File: src/hdl/vc71_pkg.sv
// Shared types, constants and alphabet mapping functions for the 71-symbol Vigenere cipher.
package vc71_pkg;

  localparam int unsigned CharW = 8;
  localparam int unsigned IdxW  = 7;

  localparam logic [IdxW-1:0] ALPHA_SIZE = 7'd71;
  localparam logic [IdxW-1:0] BAD_INDEX  = 7'd127;

  typedef enum logic {
    CMD_CIPHER = 1'b0,
    CMD_KEY    = 1'b1
  } cmd_e;

  typedef enum logic {
    REG_DECRYPT = 1'b0,
    REG_KEY_LEN = 1'b1
  } reg_e;

  typedef struct packed {
    logic [CharW-1:0] char_out;
    logic             invalid;
  } result_t;

  function automatic logic [IdxW-1:0] sym_index(input logic [CharW-1:0] ch);
    logic [IdxW-1:0] idx;
    idx = BAD_INDEX;
    if (ch >= 8'h41 && ch <= 8'h5a) begin
      idx = 7'(ch - 8'h41);
    end else if (ch >= 8'h61 && ch <= 8'h7a) begin
      idx = 7'(ch - 8'h61 + 8'd26);
    end else if (ch >= 8'h30 && ch <= 8'h39) begin
      idx = 7'(ch - 8'h30 + 8'd52);
    end else begin
      case (ch)
        8'h21:   idx = 7'd62;
        8'h40:   idx = 7'd63;
        8'h23:   idx = 7'd64;
        8'h24:   idx = 7'd65;
        8'h25:   idx = 7'd66;
        8'h5e:   idx = 7'd67;
        8'h26:   idx = 7'd68;
        8'h2a:   idx = 7'd69;
        8'h20:   idx = 7'd70;
        default: idx = BAD_INDEX;
      endcase
    end
    return idx;
  endfunction

  function automatic logic [CharW-1:0] sym_char(input logic [IdxW-1:0] idx);
    logic [CharW-1:0] ch;
    logic [CharW-1:0] ext;
    ext = {1'b0, idx};
    ch  = 8'h20;
    if (idx < 7'd26) begin
      ch = 8'h41 + ext;
    end else if (idx < 7'd52) begin
      ch = 8'h61 + ext - 8'd26;
    end else if (idx < 7'd62) begin
      ch = 8'h30 + ext - 8'd52;
    end else begin
      case (idx)
        7'd62:   ch = 8'h21;
        7'd63:   ch = 8'h40;
        7'd64:   ch = 8'h23;
        7'd65:   ch = 8'h24;
        7'd66:   ch = 8'h25;
        7'd67:   ch = 8'h5e;
        7'd68:   ch = 8'h26;
        7'd69:   ch = 8'h2a;
        default: ch = 8'h20;
      endcase
    end
    return ch;
  endfunction

endpackage

File: src/hdl/vc71_cipher.sv
// Modular add or subtract of alphabet indexes and mapping back to a character.
module vc71_cipher import vc71_pkg::*; (
  input  logic             decrypt_i,
  input  logic [CharW-1:0] char_i,
  input  logic [IdxW-1:0]  msg_idx_i,
  input  logic [IdxW-1:0]  key_idx_i,
  output result_t          result_o
);

  logic [IdxW:0]   sum;
  logic [IdxW:0]   wrapped;
  logic            bad;

  assign bad = (msg_idx_i >= ALPHA_SIZE) || (key_idx_i >= ALPHA_SIZE);

  always_comb begin
    if (decrypt_i) begin
      sum = {1'b0, msg_idx_i} + {1'b0, ALPHA_SIZE} - {1'b0, key_idx_i};
    end else begin
      sum = {1'b0, msg_idx_i} + {1'b0, key_idx_i};
    end
    if (sum >= {1'b0, ALPHA_SIZE}) begin
      wrapped = sum - {1'b0, ALPHA_SIZE};
    end else begin
      wrapped = sum;
    end
  end

  assign result_o.char_out = bad ? char_i : sym_char(wrapped[IdxW-1:0]);
  assign result_o.invalid  = bad;

endmodule

File: src/hdl/vigenere_cipher_71_symbol.sv
// Top level of the 71-symbol Vigenere cipher. The block takes one item per clock unless the
// output is stalled. For an accepted message item the key store (a synchronous memory of
// KEY_DEPTH entries) is read at the current key position and the message character is
// mapped to its alphabet index, both into registers; then the indexes are added or
// subtracted modulo 71 and the result moves into the output register once it can take it.
// Key write items update the key store in their accept cycle and give no result; a
// message item that follows reads the new entry. Configuration writes go through the APB
// port while the block is idle, which the user must ensure; the block does not enforce it.
module vigenere_cipher_71_symbol import vc71_pkg::*; #(
  parameter int unsigned KEY_DEPTH = 64
) (
  input  logic        clk_i,
  input  logic        rst_ni,
  input  logic        s_axis_tvalid_i,
  output logic        s_axis_tready_o,
  input  logic [15:0] s_axis_tdata_i,   // char_in[7:0], key_slot[13:8], first_of_message[14]
  input  logic        s_axis_tuser_i,   // cmd[0]
  output logic        m_axis_tvalid_o,
  input  logic        m_axis_tready_i,
  output logic [7:0]  m_axis_tdata_o,   // char_out[7:0]
  output logic        m_axis_tuser_o,   // invalid[0]
  input  logic        psel,
  input  logic        penable,
  input  logic        pwrite,
  input  logic [2:0]  paddr,
  input  logic [31:0] pwdata,
  output logic [31:0] prdata,
  output logic        pready
);

  localparam int unsigned PW    = (KEY_DEPTH > 1) ? $clog2(KEY_DEPTH) : 1;
  localparam int unsigned LenW  = ($clog2(KEY_DEPTH + 1) > 7) ? $clog2(KEY_DEPTH + 1) : 7;
  localparam logic [LenW-1:0] DepthL = LenW'(KEY_DEPTH);

  logic            decrypt_q;
  logic [6:0]      key_len_q;
  logic [PW-1:0]   key_pos_q, key_pos_d;

  logic [IdxW-1:0] key_mem_q [KEY_DEPTH];
  logic [IdxW-1:0] key_rd_q;

  logic             s1_valid_q, s1_valid_d;
  logic [CharW-1:0] s1_char_q;
  logic [IdxW-1:0]  s1_idx_q;

  logic             out_valid_q, out_valid_d;
  result_t          out_q;
  result_t          cipher_res;

  logic             in_acc, msg_acc, key_acc, key_we, s1_adv, cfg_we;
  logic [CharW-1:0] in_char;
  logic [5:0]       in_slot;
  logic             in_first;
  cmd_e             in_cmd;

  logic [LenW-1:0]  eff_len, len_ext, pos_ext, next_ext;
  logic [PW-1:0]    pos_sel;

  assign in_char  = s_axis_tdata_i[7:0];
  assign in_slot  = s_axis_tdata_i[13:8];
  assign in_first = s_axis_tdata_i[14];
  assign in_cmd   = cmd_e'(s_axis_tuser_i);

  assign s1_adv          = s1_valid_q && (!out_valid_q || m_axis_tready_i);
  assign s_axis_tready_o = !s1_valid_q || s1_adv;
  assign in_acc          = s_axis_tvalid_i && s_axis_tready_o;
  assign msg_acc         = in_acc && (in_cmd == CMD_CIPHER);
  assign key_acc         = in_acc && (in_cmd == CMD_KEY);
  assign key_we          = key_acc && (LenW'(in_slot) < DepthL);

  // Effective key length and position for this item
  always_comb begin
    len_ext = LenW'(key_len_q);
    priority if (len_ext == '0) begin
      eff_len = LenW'(1);
    end else if (len_ext > DepthL) begin
      eff_len = DepthL;
    end else begin
      eff_len = len_ext;
    end
    pos_ext = LenW'(key_pos_q);
    pos_sel = (in_first || pos_ext >= eff_len) ? '0 : key_pos_q;
    next_ext = LenW'(pos_sel) + LenW'(1);
    key_pos_d = key_pos_q;
    if (msg_acc) begin
      key_pos_d = (next_ext >= eff_len) ? '0 : PW'(next_ext);
    end
  end

  // Key store
  always_ff @(posedge clk_i) begin
    if (key_we) begin
      key_mem_q[PW'(in_slot)] <= sym_index(in_char);
    end
    if (msg_acc) begin
      key_rd_q <= key_mem_q[pos_sel];
    end
  end

  always_ff @(posedge clk_i) begin
    if (msg_acc) begin
      s1_char_q <= in_char;
      s1_idx_q  <= sym_index(in_char);
    end
    if (s1_adv) begin
      out_q <= cipher_res;
    end
  end

  vc71_cipher u_cipher (
    .decrypt_i (decrypt_q),
    .char_i    (s1_char_q),
    .msg_idx_i (s1_idx_q),
    .key_idx_i (key_rd_q),
    .result_o  (cipher_res)
  );

  always_comb begin
    s1_valid_d = s1_valid_q;
    if (in_acc) begin
      s1_valid_d = msg_acc;
    end else if (s1_adv) begin
      s1_valid_d = 1'b0;
    end
    out_valid_d = out_valid_q;
    if (s1_adv) begin
      out_valid_d = 1'b1;
    end else if (m_axis_tready_i) begin
      out_valid_d = 1'b0;
    end
  end

  // Configuration port
  assign pready = 1'b1;
  assign cfg_we = psel && penable && pwrite && pready;

  always_comb begin
    unique case (reg_e'(paddr[2]))
      REG_DECRYPT: prdata = {31'd0, decrypt_q};
      REG_KEY_LEN: prdata = {25'd0, key_len_q};
      default:     prdata = '0;
    endcase
  end

  always_ff @(posedge clk_i or negedge rst_ni) begin
    if (!rst_ni) begin
      decrypt_q   <= 1'b0;
      key_len_q   <= 7'd1;
      key_pos_q   <= '0;
      s1_valid_q  <= 1'b0;
      out_valid_q <= 1'b0;
    end else begin
      if (cfg_we) begin
        unique case (reg_e'(paddr[2]))
          REG_DECRYPT: decrypt_q <= pwdata[0];
          REG_KEY_LEN: key_len_q <= pwdata[6:0];
          default:     key_len_q <= key_len_q;
        endcase
      end
      key_pos_q   <= key_pos_d;
      s1_valid_q  <= s1_valid_d;
      out_valid_q <= out_valid_d;
    end
  end

  assign m_axis_tvalid_o = out_valid_q;
  assign m_axis_tdata_o  = out_q.char_out;
  assign m_axis_tuser_o  = out_q.invalid;

`ifndef SYNTHESIS
  a_pos_in_range: assert property (@(posedge clk_i) disable iff (!rst_ni)
    LenW'(key_pos_q) < DepthL)
    else $error("key position beyond key store depth");

  a_msg_to_s1: assert property (@(posedge clk_i) disable iff (!rst_ni)
    msg_acc |=> s1_valid_q)
    else $error("message item lost before cipher stage");

  a_key_no_result: assert property (@(posedge clk_i) disable iff (!rst_ni)
    key_acc |=> !s1_valid_q)
    else $error("key write item entered cipher stage");

  a_first_restart: assert property (@(posedge clk_i) disable iff (!rst_ni)
    (msg_acc && in_first) |=> (key_pos_q == '0) || (key_pos_q == PW'(1)))
    else $error("key position not restarted on first character");

  a_valid_char: assert property (@(posedge clk_i) disable iff (!rst_ni)
    (out_valid_q && !out_q.invalid) |-> (sym_index(out_q.char_out) != BAD_INDEX))
    else $error("valid result outside the alphabet");
`endif

endmodule
File: config.mk
export PLATFORM = sky130hd
export DESIGN_NAME = vigenere_cipher_71_symbol
export DESIGN_NICKNAME = d
export VERILOG_FILES = /design/src/hdl/vc71_pkg.sv /design/src/hdl/vc71_cipher.sv /design/src/hdl/vigenere_cipher_71_symbol.sv
export SDC_FILE = /design/constraint.sdc
export NUM_CORES = 1
export LEC_CHECK = 0
export BUFFER_PORTS_ARGS = -buffer_cell sky130_fd_sc_hd__buf_2
export CAP_MARGIN = 10
export CORE_ASPECT_RATIO = 1.2
export CORE_MARGIN = 2
export CORE_UTILIZATION = 44
export CTS_BUF_LIST = sky130_fd_sc_hd__clkbuf_4
export DETAILED_ROUTE_END_ITERATION = 8
export SLEW_MARGIN = 25
export SYNTH_ARGS = -nofsm -noshare
export SYNTH_HDL_FRONTEND = slang
export SYNTH_SLANG_ARGS = --single-unit
File: constraint.sdc
create_clock -name clk_i -period 5.5 [get_ports clk_i]
set_input_delay 0 -clock clk_i [delete_from_list [all_inputs] [get_ports clk_i]]
set_output_delay 0 -clock clk_i [all_outputs]
set_load 0.03 [all_outputs]
Yosys cells after proc, flatten, opt, wreduce, memory -nomap -nowiden
Memory sizes are Yosys's and may differ from the RTL's. A register that Yosys moved wholly into a read port is not among the register bits.
Cells that the tools add are included.

word-level totals
  flip-flop bits (word level) = 40
  memory bits (writable) = 448
  input port bits = 59
  logic and storage cells = 102
  memories = 1

operators by class
  $add $sub $neg = 15
  magnitude comparators = 15
  equal/unequal tests = 17
  mux-type cells = 23
  bitwise gates (word level) = 2
  reductions and logical operators = 20

memory list
  memory     words  width  read ports  clocked after Yosys merged registers in  write ports  line                             text
  key_mem_q  64     7      1           1                                        1            vigenere_cipher_71_symbol.sv:39  logic [IdxW-1:0] key_mem_q [KEY_DEPTH];

operators with widths
  operator                                                                             count
  32-bit one-hot mux with 2 select lines                                               1
  7-bit one-hot mux with 9 select lines                                                1
  8-bit by 6-bit equality test with 1-bit output, second input constant                7
  7-bit one-hot mux with 8 select lines                                                1
  7-bit two-way mux                                                                    7
  7-bit equality test, second input constant                                           6
  8-bit two-way mux                                                                    5
  8-bit by 7-bit greater-or-equal comparator with 1-bit output, second input constant  3
  7-bit subtractor, second input constant                                              3
  7-bit by 7-bit adder with 8-bit output, first input constant                         2
  8-bit by 7-bit equality test with 1-bit output, second input constant                2
  8-bit by 7-bit <= comparator with 1-bit output, second input constant                2
  7-bit by 6-bit equality test with 1-bit output, second input constant                2
  7-bit greater-or-equal comparator, second input constant                             2
  7-bit by 6-bit < comparator with 1-bit output, second input constant                 2
  6-bit two-way mux                                                                    2
  1-bit logical AND                                                                    9
  6-bit by 7-bit adder with 8-bit output, first input constant                         1
  7-bit by 7-bit adder with 8-bit output                                               1
  7-bit by 7-bit adder with 8-bit output, second input constant                        1
  8-bit by 6-bit greater-or-equal comparator with 1-bit output, second input constant  1
  8-bit by 6-bit <= comparator with 1-bit output, second input constant                1
  8-bit by 5-bit subtractor with 8-bit output, second input constant                   1
  8-bit by 6-bit subtractor with 8-bit output, second input constant                   1
  16 further kinds                                                                     28

Longest topological paths before layout
Gate-level depths: netlist of the first run.

  depth in word-level cells = 11
  mapped depth = 26

Cells and area by module
A second synthesis of the first run with hierarchy kept.

unflattened totals
  cells, all modules = 1621
  area, all modules = 22829.4 µm²

modules (own cells, without submodules)
  module                     instances  cells each  area an instance (µm²)  seq. area each (µm²)
  vigenere_cipher_71_symbol  1          1394        21134.0                 14785.4
  vc71_cipher                1          227         1695.4                  0.0

Worst setup path after synthesis of the first run
OpenSTA, ideal clock, no wires.

  path type = register to register
  from = reg key_pos_q[0]
  to = reg key_pos_q[2]
  setup time = 90 ps
  arrival = 4872 ps
  data required time = 5410 ps
  setup slack = 538 ps
  stages on the path, launching flop included = 27
  buffers on the path = 5
  period minus slack after synthesis = 4962 ps
  path through = dfrtp_1 > clkbuf_1 > inv_1 > clkbuf_1 > clkbuf_1 > ha_1 > nand2b_1 > a21o_1 > a21o_1 > a21o_1 > a211oi_1 > o21ai_1 > inv_1 > clkbuf_1 > buf_1 > ha_1 > xor2_1 > ha_1 > nor2b_1 > o21ai_0 > nand2b_1 > a21oi_1 > nor2b_1 > o21ai_0 > nand2_1 > nand2b_1 > o21ai_0

on the way
  cells in the longest elaborated chain, start to end = 6

RTL lines
  element                                                       line                              text
  start, declared                                               vigenere_cipher_71_symbol.sv:37   logic [PW-1:0] key_pos_q, key_pos_d;
  start signal, assigned                                        vigenere_cipher_71_symbol.sv:160  key_pos_q <= key_pos_d;
  6-bit by 7-bit greater-or-equal comparator with 1-bit output  vigenere_cipher_71_symbol.sv:82   pos_sel = (in_first || pos_ext >= eff_len) ? '0 : key_pos_q;
  1-bit logical OR                                              vigenere_cipher_71_symbol.sv:82
  6-bit two-way mux *                                           vigenere_cipher_71_symbol.sv:82
  6-bit by 1-bit adder with 7-bit output *                      vigenere_cipher_71_symbol.sv:83   next_ext = LenW'(pos_sel) + LenW'(1);
  7-bit greater-or-equal comparator                             vigenere_cipher_71_symbol.sv:86   key_pos_d = (next_ext >= eff_len) ? '0 : PW'(next_ext);
  6-bit two-way mux *                                           vigenere_cipher_71_symbol.sv:86

Every way passes the cells marked *; elsewhere a longest branch is shown, timed or not.
A chain may end at the register's enable or synchronous reset.

Final worst setup path of the first run
  from = reg key_len_q[4]
  to = reg key_rd_q[2] (read register of key_mem_q), data pin

on the way
  cells in the longest elaborated chain, start to end = 6
  elaborated cells between the ends (all ways) = 7
  those cells by class = order compare (2); mux (3); reduce/logical (2)

RTL lines
  element                                                         line                              text
  start, declared                                                 vigenere_cipher_71_symbol.sv:36   logic [6:0] key_len_q;
  start signal, assigned                                          vigenere_cipher_71_symbol.sv:156  REG_KEY_LEN: key_len_q <= pwdata[6:0];
  start signal, assigned                                          vigenere_cipher_71_symbol.sv:157  default: key_len_q <= key_len_q;
  7-bit > comparator                                              vigenere_cipher_71_symbol.sv:76   end else if (len_ext > DepthL) begin
  7-bit two-way mux                                               vigenere_cipher_71_symbol.sv:76
  7-bit two-way mux *                                             vigenere_cipher_71_symbol.sv:74   priority if (len_ext == '0) begin
  6-bit by 7-bit greater-or-equal comparator with 1-bit output *  vigenere_cipher_71_symbol.sv:82
  1-bit logical OR *                                              vigenere_cipher_71_symbol.sv:82
  6-bit two-way mux *                                             vigenere_cipher_71_symbol.sv:82
  end, declared                                                   vigenere_cipher_71_symbol.sv:40   logic [IdxW-1:0] key_rd_q;

Marks and branches as above.

==> results.tsv, run 1 <==
stage	metric	value	unit
cells_and_area	share of cells above drive strength 1	15.6	%
worst_setup_path	critical path startpoint category	register	
routing	Routed Antenna Nets	0	
floorplan	core area	50400	um^2
clock_network	CTS tree	built	
routing	via count	15300	
clock_network	clock slew at reported path FFs	0.06	ns
cells_and_area	sequential cell area	14800	um^2
floorplan	Site Rows	90	
outcome	status	completed	
floorplan	Die Span Y	252	um
sta	Final Hold Viols	0	
place	Detailed Place HPWL	35700	um
routing	total wire length	59200	um
clock_network	total clock sinks	495	
sta	Worst-Margin Slew	1.00	ns
synth	Yosys cell types	83	
synth	fraction of registers with async set/reset	3.23	%
clock_network	CTS Buffer Depth	3	
synth	Cell Area, Synth	22500	um^2
grt	vias in the first global route	15200	
place	PortBufs	48	
sta	final setup TNS	0	ns
worst_setup_path	worst setup path category	register to register	
clock_network	PostCTS Resize Cnt	0	
sta	Final Max Tran Viols	0	
grt	largest net degree at the start of global routing	75	
grt	grt total ovfl	0	
cells_and_area	commonest non-fill, non-tap cell in the layout	edfxtp_1	
synth	Syn Inst Count	1734	
synth	sequential element share of the synthesized area	65.6	%
cells_and_area	area of the multi-input gates	7240	um^2
power_and_ir_drop	Lkg Pwr	9.42	nW
grt	GR Util met3	3.39	%
run	Max Cap Violations	0	
synth	Post-synth top flop	edfxtp_1	
worst_setup_path	WP data arrival	5.26	ns
place	GP Congestion	0.894	
place	Inst Count DP	2359	
worst_setup_path	CP endpoint kind	register	
sta	clk_skew	0.0405	ns
cells_and_area	fill count	4434	
floorplan	Initial Util	44.6	%
routing	Iteration-0 DRC Markers	1464	
cells_and_area	NumNets Final	1995	
synth	Synthesis Warnings	0	
sta	final setup violation count	0	
sta	RSZ-0062 raised after global routing	false	
cells_and_area	Non-Filler Instances	2637	
synth	flops & latches, synth	495	
clock_network	H-Tree Depth	3	
clock_network	cts bufs inserted	121	
floorplan	Ports	103	
power_and_ir_drop	Pwr per Cell Area	369	nW/um^2
sta	Max Freq	213	MHz
power_and_ir_drop	IR drop worst, VDD	181	uV
grt	first-pass GRT wire length	90700	um
routing	DRC viols	0	
grt	gr usage total	22.6	%
routing	WL/cell	22.5	um
grt	GRT met1 Usage	28.2	%
routing	Vias/cell	5.79	
cells_and_area	most frequent cells in the layout	479 x edfxtp_1, 168 x clkbuf_4, 145 x nand2_1	
sta	max_slew headroom	33.1	%
grt	initial antenna violation count	1	
grt	met2 GRT Util	38.7	%
synth	EDFF count, synth	479	
worst_setup_path	CP max FO	15	
synth	syn_area_per_cell	13.0	um^2
floorplan	Die X	211	um
sta	fin crit period	4.69	ns
worst_hold_path	worst min path class	input pin to register	
cells_and_area	Area Overhead vs Synth	13.3	%
worst_setup_path	worst endpoint required time	6.07	ns
clock_network	Clock Latency Late Sink	0.88	ns
routing	First-pass DRT Iterations	5	
clock_network	CTS root buf	clkbuf_4	
grt	grt peak-use layer	met2	
floorplan	Die Area	53000	um^2
sta	Period Utilization, post-route	85.3	%
==> synthesized netlist by cell type, drive strengths merged (3+ instances only) <==
library cell  instances  area, um^2
a2111oi               8        70.1
a211o                 3        26.3
a211oi               17         133
a21boi                3        22.5
a21o                 22         165
a21oi               122         611
a221o                 6        60.1
a221oi                3        26.3
a22o                 12         114
a31oi                24         165
and2                 24         150
and3                 11        73.8
buf                  42         277
clkbuf               78         293
dfrtp                15         375
edfxtp              479       14400
ha                   44         551
inv                  34         128
mux2                 24         274
mux2i                75         751
nand2               147         557
nand2b               27         169
nand3                33         170
nand3b               13        97.6
nand4                20         125
nor2                128         480
nor2b                 9        56.3
nor3                 29         150
nor3b                 4        30.0
nor4                  4        25.0
o2111ai               3        26.3
o211ai               35         263
o21a                  3        22.5
o21ai                82         410
o221ai               35         307
o22ai                19         119
o2bb2ai               9        78.8
o311ai                7        61.3
o31a                  3        26.3
o31ai                11        96.3
or2                   3        18.8
or3                  20         125
xnor2                 7        68.8
xor2                 10        87.6
==> flip-flops by register name, indices dropped and copies added, names as in the netlist <==
register and count:
m_axis_tvalid_o 1, m_axis_tdata_o 8, m_axis_tuser_o 1, key_len_q 7
s1_char_q 8, key_rd_q 7, key_mem_q 448, key_pos_q 6
s1_idx_q 7, s1_valid_q 1, decrypt_q 1
==> what timing repair did <==
action                    4_1_cts  5_1_grt
hold buffers                   50        1
setup buffers                   0        0
hold endpoints to repair      459       23
==> path summary, 6_finish.rpt <==
path,cells past startpoint,start,end,slack [ns]
worst max-delay path,17,key_len_q[4],key_rd_q[2],0.81
worst min-delay path,2,s_axis_tdata_i[3],s1_char_q[3],0.1
worst max register to register,17,key_len_q[4],key_rd_q[2],0.81
worst min register to register,1,s1_valid_q,m_axis_tvalid_o,0.49
max in group asynchronous,3,rst_ni,key_pos_q[0],4.41
min in group asynchronous,3,rst_ni,key_pos_q[3],0.40
==> report_power, final <==
group	leakage, nW	switching (W)	internal (W)
clock network	0.894	0.00147	0.00151
registers	5.24	0.0000469	0.00424
logic	3.28	0.00140	0.000757
total	9.42	0.00292	0.00650
==> cells by family after synthesis <==
kind of cell | count (synthesis) | share of synthesized area, %
adder cells (fa/ha/maj) | 47 | 2.67
AND/OR/NAND/NOR | 477 | 10.2
AO/OA/AOI/OAI | 442 | 13.1
XOR/XNOR | 17 | 0.694
other | 2 | 0.0333
flip-flops | 495 | 65.7
buffers and inverters | 155 | 3.11
multiplexers | 99 | 4.55
==> stage by stage <==
step	hold WS (ns)	util (%)	cell area (um^2)	setup slack, ns	power (W)
after floorplan	-0.296	-	22600	0.538	0.00591
after global placement	-0.0225	46.5	23400	0.848	0.00646
after detailed placement	-0.0178	46.5	23400	0.808	0.00648
after CTS	0.00130	50.5	25500	0.785	0.00948
after global routing	0.0516	50.6	25500	0.322	0.00988
final	0.0978	50.6	25500	0.809	0.00943
==> worst max-delay path: stages, from the launching register on <==
cell      delay (ns)
dfrtp_1         0.42
nor3_1          0.19
a21oi_1         0.09
nor2_1          0.15
ha_1            0.25
nand2b_1        0.13
a21o_1          0.17
a21o_1          0.17
a21o_1          0.19
a211oi_1        0.63
o21ai_4         0.13
inv_2           0.14
nand2_1         0.36
buf_4           0.37
o221ai_1        0.24
o21ai_0         0.19
o22ai_1         0.44
nand4_1         0.13
==> layer usage <==
layer	part of all wire (%)	vias up
li1	-	7015
met1	40	7575
met2	50	585
met3	5.9	99
met4	3.3	0
met5	0	-
==> final cells by class <==
cell class	instances	share of cell area, %
clock buffers	168	4.94
inverters	35	0.515
repair buffers	129	3.95
well taps	644	3.16
clock inverters	57	1.09
diodes	1	0.00981
multi-input cells	1108	28.4
flip-flops and latches	495	58.0
No activity file was read; power rests on OpenSTA's default activity.
==> run 2: changes to the inputs <==
Settings changed: CTS_BUF_LIST sky130_fd_sc_hd__clkbuf_4 to sky130_fd_sc_hd__clkbuf_8 sky130_fd_sc_hd__clkbuf_16.
Clock period 5.5 ns to 4.4 ns, I/O delays scaled along.
==> results.tsv, run 2 (synthesis results as in run 1) <==
stage	metric	value	unit	change
outcome	status	completed		unchanged
clock_network	Clock Latency Late Sink	0.60	ns	was 0.88 ns
clock_network	total clock sinks	495		unchanged
clock_network	cts bufs inserted	49		was 121
worst_hold_path	Hold Path Stages	3		was 2
sta	fin crit period	4.21	ns	was 4.69 ns
floorplan	Site Rows	90		unchanged
routing	Vias/cell	5.95		was 5.79
routing	via count	14900		was 15300
floorplan	Die Span Y	252	um	unchanged
cells_and_area	Biggest register	key_mem_q		unchanged
place	Setup Slack @ Placement	-0.000145	ns	was 0.808 ns
worst_setup_path	slowest CP cell	or4b_1		was a211oi_1
floorplan	Die X	211	um	unchanged
cells_and_area	commonest non-fill, non-tap cell in the layout	edfxtp_1		unchanged
worst_setup_path	CP max FO	7		was 15
sta	final setup violation count	0		unchanged
sta	Final Max Tran Viols	0		unchanged
place	PortBufs	48		unchanged
clock_network	CTS Buffer Depth	3		unchanged
sta	Period Utilization, post-route	95.7	%	was 85.3%
place	Inst Count DP	2377		was 2359
cells_and_area	NumNets Final	1921		was 1995
floorplan	Initial Util	44.6	%	unchanged
worst_setup_path	WP data arrival	4.64	ns	was 5.26 ns
cells_and_area	fill count	4350		was 4434
routing	Routed Antenna Nets	0		unchanged
run	Max Cap Violations	0		unchanged
sta	Final Hold Viols	0		unchanged
floorplan	Die Area	53000	um^2	unchanged
grt	initial antenna violation count	0		was 1
routing	DRC viols	0		unchanged
cells_and_area	number of flip-flops in the largest register	448		unchanged
cells_and_area	Non-Filler Instances	2498		was 2637
sta	Final WS setup	0.190	ns	was 0.809 ns
floorplan	Ports	103		unchanged
worst_hold_path	worst min path class	input pin to register		unchanged
grt	gr usage total	22.6	%	about the same
place	Detailed Place HPWL	37200	um	was 35700 um
cells_and_area	most frequent cells in the layout	479 x edfxtp_1, 144 x nand2_1, 126 x nor2_1		was 479 x edfxtp_1, 168 x clkbuf_4, 145 x nand2_1
worst_setup_path	cell chain of the critical path	inv_1 -> ha_1 -> ha_1 -> and2_1 -> a32oi_2 -> or4b_1 -> nand3_1 -> nor2_1 -> o21ai_1 -> o2111ai_1 -> o22ai_1 -> o21ai_0 -> o2bb2ai_1 -> a21oi_1		was nor3_1 -> a21oi_1 -> nor2_1 -> ha_1 -> nand2b_1 -> a21o_1 -> a21o_1 -> a21o_1 -> a211oi_1 -> o21ai_4 -> inv_2 -> nand2_1 -> buf_4 -> o221ai_1 -> o21ai_0 -> o22ai_1 -> nand4_1
worst_setup_path	CP endpoint kind	register		unchanged
power_and_ir_drop	Pwr per Cell Area	478	nW/um^2	was 369 nW/um^2
worst_setup_path	delay-heaviest family, CP	compound AO/OA/AOI/OAI gates		unchanged
clock_network	clock slew at reported path FFs	0.06	ns	about the same
routing	WL/cell	24.0	um	was 22.5 um
worst_setup_path	Critical Path Stages	14		was 17
cells_and_area	n_diodes	0		was 1
grt	largest net degree at the start of global routing	80		was 75
cells_and_area	Area Overhead vs Synth	13.2	%	was 13.3%
worst_setup_path	Most Frequent Cell on Critical Path	ha_1		was a21o_1
grt	vias in the first global route	14700		was 15200
routing	First-pass DRT Iterations	5		unchanged
worst_setup_path	worst endpoint required time	4.83	ns	was 6.07 ns
sta	max_slew headroom	29.1	%	was 33.1%
worst_setup_path	Worst R2R Path Depth	14		was 17
clock_network	CTS root buf	clkbuf_16		was clkbuf_4
worst_setup_path	critical path startpoint category	register		unchanged
place	GP Congestion	0.857		was 0.894
routing	Iteration-0 DRC Markers	1210		was 1464
clock_network	H-Tree Depth	2		was 3
cells_and_area	share of cells above drive strength 1	12.9	%	was 15.6%
power_and_ir_drop	IR drop worst, VDD	240	uV	was 181 uV
sta	Max Freq	238	MHz	was 213 MHz
floorplan	core area	50400	um^2	unchanged
sta	clk_skew	0.0104	ns	was 0.0405 ns
power_and_ir_drop	Lkg Pwr	9.34	nW	was 9.42 nW
worst_setup_path	worst setup path category	register to register		unchanged
clock_network	CTS tree	built		unchanged
routing	total wire length	60000	um	was 59200 um
grt	grt total ovfl	0		unchanged
worst_setup_path	WP buf/inv	1		was 2
worst_setup_path	CP max stage delay	0.48	ns	was 0.63 ns
sta	Worst-Margin Slew	1.06	ns	was 1.00 ns
grt	first-pass GRT wire length	89900	um	was 90700 um
## run 2: changes by cell type in the layout (fill, tap and decap cells not counted), sizes merged
cell,before,now
inv,34,48
clkbuf,168,51
clkinv,54,22
bufinv,2,1
xnor2,7,8
buf,78,103
diode,1,0
dlygate4sd3,51,23
## run 2: final timing paths
| path | from | end | slack [ns] |
|---|---|---|---|
| worst max-delay path | key_rd_q[5] | m_axis_tdata_o[1] | 0.19 |
| min in group asynchronous | rst_ni | key_len_q[0] | 0.43 |
| worst max register to register | key_rd_q[5] | m_axis_tdata_o[1] | 0.19 |
| worst min-delay path | pwrite | key_len_q[2] | 0.03 |
| worst min register to register | s1_valid_q | m_axis_tvalid_o | 0.49 |
| max in group asynchronous | rst_ni | key_pos_q[0] | 2.73 |
## run 2: final cells by class
class | count | area [um^2] | share of cell area, %
flip-flops and latches | 495 | 14800 | 58.0
multi-input cells | 1109 | 7350 | 28.8
clock buffers | 51 | 1280 | 5.01
repair buffers | 126 | 937 | 3.68
well taps | 644 | 806 | 3.16
clock inverters | 38 | 203 | 0.795
inverters | 35 | 131 | 0.515
## run 2: what timing repair did
item	CTS	global route
pin swaps	0	4
resized for setup	1	18
hold endpoints to repair	39	0
gates cloned	0	1
hold buffers	23	0
buffers inserted	0	8
endpoints found under the setup margin	2	17
## run 2: worst register-to-register path: stages, from the launching register on
cell and delay (ns):
edfxtp_1 0.45, inv_1 0.07, ha_1 0.39, ha_1 0.40
and2_1 0.17, a32oi_2 0.25, or4b_1 0.48, nand3_1 0.20
nor2_1 0.16, o21ai_1 0.46, o2111ai_1 0.28, o22ai_1 0.25
o21ai_0 0.16, o2bb2ai_1 0.14, a21oi_1 0.17
## run 2: per-layer routing
metal	vias to the layer above	part of all wire [%]	GRT usage, %
li1	6775	-	-
met1	7421	40	28.4
met2	527	50	38.6
met3	128	5.2	3.12
met4	0	4.4	10.5
met5	-	0	0
## run 2: power breakdown
part	internal (W)	total (W)	switching [W]
logic	0.00106	0.00290	0.00185
clock network	0.00215	0.00391	0.00177
registers	0.00530	0.00536	0.0000531
## run 2: stage by stage
stage	hold WS [ns]	total power [W]	setup TNS [ns]	util (%)	instance area [um^2]
final	0.0259	0.0122	0	50.5	25500
after global routing	0.0340	0.0127	-0.0971	50.5	25500
after CTS	0.00618	0.0121	0	50.2	25300
after detailed placement	-0.0476	0.00818	-0.000145	46.8	23600
after global placement	-0.0599	0.00817	0	46.8	23600
after floorplan	-0.296	0.00739	0	-	22600
